$ cat config.mk
export PLATFORM = sky130hd
export DESIGN_NAME = tsut_cell
export DESIGN_NICKNAME = d
export VERILOG_FILES = /design/src/hw/rtl/tsut_cell.sv
export SDC_FILE = /design/constraint.sdc
export NUM_CORES = 1
export LEC_CHECK = 0
export BUFFER_PORTS_ARGS = -buffer_cell sky130_fd_sc_hd__buf_2
export CELL_PAD_IN_SITES_DETAIL_PLACEMENT = 0
export CELL_PAD_IN_SITES_GLOBAL_PLACEMENT = 2
export CORE_MARGIN = 10
export CORE_UTILIZATION = 25
export CTS_BUF_LIST = sky130_fd_sc_hd__clkbuf_2 sky130_fd_sc_hd__clkbuf_4 sky130_fd_sc_hd__clkbuf_8
export DETAILED_ROUTE_END_ITERATION = 8
export MAX_ROUTING_LAYER = met4
export PLACE_DENSITY_LB_ADDON = 0.1
export REMOVE_ABC_BUFFERS = 1
export SLEW_MARGIN = 20
export SYNTH_ARGS = -nofsm -noshare
export SYNTH_HDL_FRONTEND = slang
export SYNTH_SLANG_ARGS = --single-unit
$ cat constraint.sdc
create_clock -name clk -period 0.8 [get_ports clk]
set_input_delay 0.04 -clock clk [delete_from_list [all_inputs] [get_ports clk]]
set_output_delay 0.04 -clock clk [all_outputs]
set_load 0.01 [all_outputs]
$ cat src/hw/rtl/tsut_cell.sv
// ----------------------------------------------------------------------------
// Table cell
// One table entry that takes its neighbor's entry whenever the ring turns.
// ----------------------------------------------------------------------------
module tsut_cell
(
    input  logic        clk,
    input  logic        shift,
    input  logic [63:0] din,
    output logic [63:0] dout
);

    logic [63:0] entry_reg;
    logic [63:0] entry_next;

    assign entry_next = shift ? din : entry_reg;

    always_ff @(posedge clk)
    begin
        entry_reg <= entry_next;
    end

    assign dout = entry_reg;

endmodule

==> results of run 1 <==
-- power groups by stage --
| stage | sequential (mW) | clock [mW] | combinational, mW |
|---|---|---|---|
| final | 4.04 | 2.56 | 0.903 |
| after global routing | 4.07 | 2.82 | 0.983 |
| after CTS | 4.04 | 2.68 | 0.917 |
| after detailed placement | 4.11 | 0 | 0.670 |
| after global placement | 4.11 | 0 | 0.662 |
| after floorplan | 4.27 | 0 | 0 |
-- routing by layer --
metal,wire [µm],track usage (%),vias up
met3,546,4.67,4
met4,44,5.15,0
met5,0,-,-
li1,-,-,673
met2,2900,15.7,71
met1,1990,9.75,659
-- per-stage QoR --
step | setup TNS, ns | cell area [µm²] | worst slack, ns | power [mW] | std cells
CTS | -6.35 | 3550 | -0.127 | 7.63 | 373
floorplan | 0 | 1920 | 0.366 | 4.27 | 64
detailed placement | 0 | 2730 | 0.0807 | 4.78 | 294
global placement | 0 | 2730 | 0.0889 | 4.77 | 294
global route | -7.50 | 3560 | -0.150 | 7.87 | 373
finish | -4.21 | 3560 | -0.0898 | 7.50 | 373
-- cell usage after synthesis (all sizes together) --
master / number
edfxtp: 64
-- area by class of cell --
| type | count | area [µm²] | share of cell area (%) |
|---|---|---|---|
| tap | 99 | 124 | 3.47 |
| timing repair buffer | 195 | 1340 | 37.6 |
| clock buffer | 10 | 131 | 3.69 |
| clock inverter | 5 | 48.8 | 1.37 |
| sequential | 64 | 1920 | 53.9 |
-- cells by family (layout without fill, tap and decap cells) --
| logic type | Yosys count | count (layout) |
|---|---|---|
| flip-flops | 64 | 64 |
| buffers and inverters | 0 | 210 |
-- how the worst max path moves through the flow --
stage | from | endpoint
finish | dout[10]$_DFFE_PP_ | dout[10]
global route | dout[10]$_DFFE_PP_ | dout[10]
CTS | dout[9]$_DFFE_PP_ | dout[9]
detailed placement | shift | dout[23]$_DFFE_PP_
global placement | shift | dout[23]$_DFFE_PP_
floorplan | dout[0]$_DFFE_PP_ | dout[0]
-- what timing repair did --
item                                    CTS  global route
gates resized for setup                   0             2
endpoints found under the setup margin   64            64
hold buffers                             64             0
endpoints found under the hold margin    64             0
==> flow_summary.toml, run 1 <==
[sta]
slew_headroom_pct = 88.0
whs_ns = 0.208
final_hold_viol_count = 0
fin_crit_sh_pct = 111
fmax_ghz = 1.12
rsz0062_at_grt = "yes"
tightest_slew_ns = 0.180
finalWorstSetupSlack_ns = -0.0898
post-route-min-period_ns = 0.890
setup_viol = 64
maxSlewViolCount = 0

[synth]
seq_area_frac_synth_pct = 100
synthAdderAreaFrac_pct = 0
synth_simple_gate_area_share_pct = 0
yosysWarnings = 0
synth_area_um2 = 1920
syn-mean-instance-area_um2 = 30.0
synthXorXnorAreaFrac_pct = 0
synth_top_cell_by_area = "edfxtp_1"
yosysUniqueCellTypes = 1
synth-seq-cells = 64
synthMuxAreaShare_pct = 0
synth_top_area_share_pct = 100
synth_compound_area_share_pct = 0
syn_inst = 64
synthTopCellsByArea = "edfxtp_1"

[layout]
area_growth_syn_to_layout_pct = 85.5
final_common_cell = "buf_2"
multi_input_gates = 0
finalCoreUtilization_pct = 48.4
num_antenna_cells = 0
nets = 336
fill_cells = 666
drive_gt1_share_pct = 52.9
multiInputGateArea_um2 = 0
largest_reg_flops = 64
final_cell_mix = "buf_2, edfxtp_1, dlygate4sd3_1"

[critical_path]
critPathMaxFanout = 1
path_buf_inv = 1
crit_path_cell_trace = "buf_6"
cpLargestDelayFamily = "flip-flops"
startpoint_type = "register"
cp-end-kind = "output pin"
worstPathRequired_ns = 0.76
cp.arrival_ns = 0.85
cp_slowest_cell = "edfxtp_1"
critical_path_depth = 1
slowest_delay_ns = 0.40
worstSetupPathType = "register to output pin"

[route]
firstDrtPassIters = 2
drc_errors = 0
vias = 1407
drt_iter0_markers = 39
vias_per_cell = 3.77
drtAntennaViolNets = 0
wire_per_inst_um = 14.7
routed_wl_um = 5480

[cts]
cts_buffers = 9
cts-root-buf = "clkbuf_8"
cts_buffer_depth = 2
h-tree-depth = 3
post-cts-setup-buffers = 0
clkTransAtPathRegs_ns = 0.07
cts_sinks = 64
tritoncts = "built"

[power]
p_int_mw = 5.92
p_switching_mw = 1.58
p_leak_nw = 1.52
switching_share_pct = 21.1
powerDensity_nw_per_um2 = 2100
seq_power_share_pct = 53.9
power.share.clock_pct = 34.1
vdd_drop_max_v = 0.000997
p_comb_share_pct = 12.0

[grt]
grt_util_all_layers_pct = 9.82
grt_pass1_wl_um = 8340
grt_pass1_vias = 1655
antenna_found_initial = 0
gr-total-overflow = 0
grt_max_degree = 33

[die]
pin_count = 130
rows = 31
die_h_um = 108
coreArea_um2 = 7370
die_area_um2 = 11600
initial_core_util_pct = 26.1
fp.dieW_um = 108

[placement]
port-buffer-count = 129
place.gp.congestion = 0.635

[job]
cap_viol_max_count = 0

[run_status]
outcome = "complete, but fails checks"
violations = "setup timing"

[worst_hold_path]
holdPathStages = 2
holdCritPathClass = "primary input to register"
hold_end = "dout[26]$_DFFE_PP_"
worstHoldStart = "shift"
No activity file was read; power rests on OpenSTA's default activity.
==> run 2, diff against run 1 <==
==> constraint.sdc (replaced) <==
create_clock -name clk -period 0.8 [get_ports clk]
set_input_delay 0.04 -clock clk [delete_from_list [all_inputs] [get_ports clk]]
set_output_delay 0.04 -clock clk [all_outputs]
set_load 0.1 [all_outputs]
==> flow_summary.toml, run 2 (synthesis gave the netlist of run 1 again) <==
[layout]
drive_gt1_share_pct = 53.1
area_growth_syn_to_layout_pct = 134
multi_input_gates = 0
largest_reg_flops = 64
multiInputGateArea_um2 = 0
final_cell_mix = "buf_12, buf_2, edfxtp_1, dlygate4sd3_1, clkbuf_8"
nets = 336
final-instance-count-excl-fill = 374
final_common_cell = "buf_12"
fill_cells = 562
final_cell_area_um2 = 4500
num_antenna_cells = 0

[grt]
gr-total-overflow = 0
grt_max_degree = 34
grt_pass1_vias = 1677
antenna_found_initial = 0
grt_pass1_wl_um = 9180
grt_util_all_layers_pct = 11.0

[critical_path]
startpoint_type = "register"
cp.arrival_ns = 0.95
critPathMaxFanout = 1
worstPathRequired_ns = 0.76
cp-end-kind = "output pin"
cpLargestDelayFamily = "flip-flops"
cp_slowest_cell = "edfxtp_1"
path_buf_inv = 1
startpoint = "dout[20]$_DFFE_PP_"
critical_path_depth = 1
crit_path_cell_trace = "buf_12"
worstSetupPathType = "register to output pin"
slowest_delay_ns = 0.43

[sta]
maxSlewViolCount = 0
slew_headroom_pct = 87.7
rsz0062_at_grt = "yes"
tightest_slew_ns = 0.185
finalWorstSetupSlack_ns = -0.191
setup_viol = 64
post-route-min-period_ns = 0.991
fmax_ghz = 1.01
final_hold_viol_count = 0
fin_crit_sh_pct = 124

[die]
initial_core_util_pct = 26.1
rows = 31
coreArea_um2 = 7370
fp.dieW_um = 108
die_h_um = 108
die_area_um2 = 11600
pin_count = 130

[job]
cap_viol_max_count = 0

[cts]
cts_sinks = 64
cts_buffers = 9
tritoncts = "built"
clkTransAtPathRegs_ns = 0.07
cts-root-buf = "clkbuf_8"
post-cts-setup-buffers = 0
h-tree-depth = 3
cts_resized = 0
cts_buffer_depth = 2

[power]
vdd_drop_max_v = 0.00103
powerDensity_nw_per_um2 = 2210
p_leak_nw = 1.86

[placement]
place.gp.congestion = 0.645
dpl-instance-area_um2 = 3690
dp.cells = 294
port-buffer-count = 129

[route]
routed_wl_um = 5940
drtAntennaViolNets = 0
wire_per_inst_um = 15.9
drt_iter0_markers = 42
vias_per_cell = 3.72
firstDrtPassIters = 3
drc_errors = 0
vias = 1391

[worst_hold_path]
worstHoldStart = "shift"
holdPathStages = 2
holdCritPathClass = "primary input to register"

[run_status]
outcome = "complete, but fails checks"
violations = "setup timing"
## run 2: layout make-up
cell class / count / area [µm²] / share of cell area [%]
clock inverter: 5 / 23.8 / 0.529
sequential: 64 / 1920 / 42.7
clock buffer: 11 / 139 / 3.09
timing repair buffer: 195 / 2290 / 50.9
tap: 99 / 124 / 2.76
## run 2: routing by layer
metal | global-route usage [%] | routed length, µm | up-vias
li1 | - | - | 671
met1 | 10.6 | 2090 | 638
met2 | 17.6 | 3100 | 75
met3 | 6.83 | 705 | 7
met4 | 4.29 | 51 | 0
met5 | - | 0 | -
## run 2: final timing paths
check / end / slack (ns)
max: dout[20] / -0.19
min: dout[50]$_DFFE_PP_ / 0.21
## run 2: timing repair
| item | 4_1_cts | 5_1_grt |
|---|---|---|
| setup endpoints to repair | 64 | 64 |
| hold endpoints to repair | 64 | 0 |
| hold buffers | 64 | 0 |
| cloned | 0 | 0 |
## run 2: power breakdown
part | internal (mW) | switching (mW) | total [mW]
combinational | 1.28 | 2.15 | 3.43
sequential | 4.00 | 0.209 | 4.21
clock | 1.16 | 1.13 | 2.29
## run 2: metrics by stage
stage / total power [mW] / hold slack (ns) / utilization (%) / setup slack [ns] / TNS (ns)
after floorplan: 6.03 / 0.139 / - / -0.144 / -9.22
after global placement: 7.47 / 0.216 / 50.1 / 0.0869 / 0
after detailed placement: 7.50 / 0.218 / 50.1 / 0.0628 / 0
after CTS: 10.1 / 0.201 / 61.0 / -0.212 / -12.49
after global routing: 10.3 / 0.196 / 61.0 / -0.244 / -13.97
final: 9.93 / 0.212 / 61.0 / -0.191 / -10.84
==> run 3, diff against run 2 <==
--- a/config.mk
+++ b/config.mk
@@ -15,6 +15,7 @@
 export MAX_ROUTING_LAYER = met4
 export PLACE_DENSITY_LB_ADDON = 0.1
 export REMOVE_ABC_BUFFERS = 1
+export SKIP_CTS_REPAIR_TIMING = 1
 export SLEW_MARGIN = 20
 export SYNTH_ARGS = -nofsm -noshare
 export SYNTH_HDL_FRONTEND = slang
==> flow_summary.toml, run 3 (synthesis gave the netlist of run 1 again) <==
[sta]
maxSlewViolCount = 0
setup_viol = 64
fin_crit_sh_pct = 124
finalWorstSetupSlack_ns = -0.190
tightest_slew_ns = 0.184
fmax_ghz = 1.01
post-route-min-period_ns = 0.990
slew_headroom_pct = 87.7
rsz0062_at_grt = "yes"
final_hold_viol_count = 0

[grt]
grt_pass1_wl_um = 8010
antenna_found_initial = 0
grt_pass1_vias = 1392
grt_util_all_layers_pct = 9.89
gr-total-overflow = 0
grt_max_degree = 34

[placement]
place.gp.congestion = 0.645
dpl-instance-area_um2 = 3690
port-buffer-count = 129

[critical_path]
worstSetupPathType = "register to output pin"
slowest_delay_ns = 0.43
cp-end-kind = "output pin"
worstSetupEndpoint = "dout[20]"
worstPathRequired_ns = 0.76
startpoint_type = "register"
crit_path_cell_trace = "buf_12"
critical_path_depth = 1
cp_slowest_cell = "edfxtp_1"
critPathMaxFanout = 1
cp.arrival_ns = 0.95
startpoint = "dout[20]$_DFFE_PP_"
cpLargestDelayFamily = "flip-flops"
path_buf_inv = 1

[layout]
finalCoreUtilization_pct = 61.0
drive_gt1_share_pct = 53.1
largest_reg_flops = 64
final_common_cell = "buf_12"
num_antenna_cells = 0
final_cell_area_um2 = 4500
multi_input_gates = 0
multiInputGateArea_um2 = 0
fill_cells = 566
final_cell_mix = "buf_12, buf_2, edfxtp_1, dlygate4sd3_1, clkbuf_8"
nets = 336
area_growth_syn_to_layout_pct = 134

[route]
routed_wl_um = 6060
drt_iter0_markers = 41
vias = 1393
drtAntennaViolNets = 0
drc_errors = 0
wire_per_inst_um = 16.2
vias_per_cell = 3.72
firstDrtPassIters = 4

[die]
initial_core_util_pct = 26.1
die_h_um = 108
die_area_um2 = 11600
coreArea_um2 = 7370
fp.dieW_um = 108
rows = 31
pin_count = 130

[power]
power.share.clock_pct = 23.1
p_switching_mw = 3.50
p_int_mw = 6.44
p_leak_nw = 1.86
p_comb_share_pct = 34.5
switching_share_pct = 35.2
powerDensity_nw_per_um2 = 2210
vdd_drop_max_v = 0.00100
seq_power_share_pct = 42.4

[cts]
tritoncts = "built"
cts_buffers = 9
cts_sinks = 64
cts-root-buf = "clkbuf_8"
cts_buffer_depth = 2
clkTransAtPathRegs_ns = 0.07
h-tree-depth = 3

[worst_hold_path]
holdPathStages = 2
holdCritPathClass = "primary input to register"

[run_status]
violations = "setup timing"
outcome = "complete, but fails checks"

[job]
cap_viol_max_count = 0
==> run 3: cell counts in the layout (fill, tap and decap cells not counted) <==
No cell type changed its count.
==> run 3: metal layers <==
| layer | up-vias | global-route usage [%] | wire length (µm) |
|---|---|---|---|
| li1 | 671 | - | - |
| met1 | 642 | 9.48 | 2080 |
| met2 | 73 | 15.1 | 3190 |
| met3 | 7 | 6.89 | 732 |
| met4 | 0 | 4.29 | 51 |
| met5 | - | - | 0 |
==> run 3: how the worst min path moves through the flow <==
stage                     slack [ns]  startpoint                 end
after floorplan                 0.14      din[0]   dout[0]$_DFFE_PP_
after global placement          0.22     din[20]  dout[20]$_DFFE_PP_
after detailed placement        0.22     din[44]  dout[44]$_DFFE_PP_
after CTS                      -0.14     din[18]  dout[18]$_DFFE_PP_
after global routing            0.20       shift  dout[26]$_DFFE_PP_
final                           0.21       shift  dout[50]$_DFFE_PP_
==> run 3: final cells by class <==
class	instances	area, µm²	area share (%)
clock buffers	11	139	3.09
well taps	99	124	2.76
flip-flops and latches	64	1920	42.7
clock inverters	5	23.8	0.529
repair buffers	195	2290	50.9
==> run 3: stage by stage <==
step	hold WS, ns	worst slack, ns	std cells	setup TNS [ns]	total power, mW
after floorplan	0.139	-0.144	64	-9.22	6.03
after global routing	0.196	-0.244	374	-13.99	10.3
after global placement	0.216	0.0869	294	0	7.47
final	0.211	-0.190	374	-10.89	9.94
after detailed placement	0.218	0.0628	294	0	7.50
after CTS	-0.136	-0.212	310	-12.49	9.83
==> run 3: power by group through the flow <==
stage	clock (mW)	combinational, mW	sequential [mW]
final	2.30	3.43	4.21
after global routing	2.59	3.52	4.23
after CTS	2.39	3.22	4.22
after detailed placement	0	3.21	4.29
after global placement	0	3.20	4.28
after floorplan	0	0	6.03
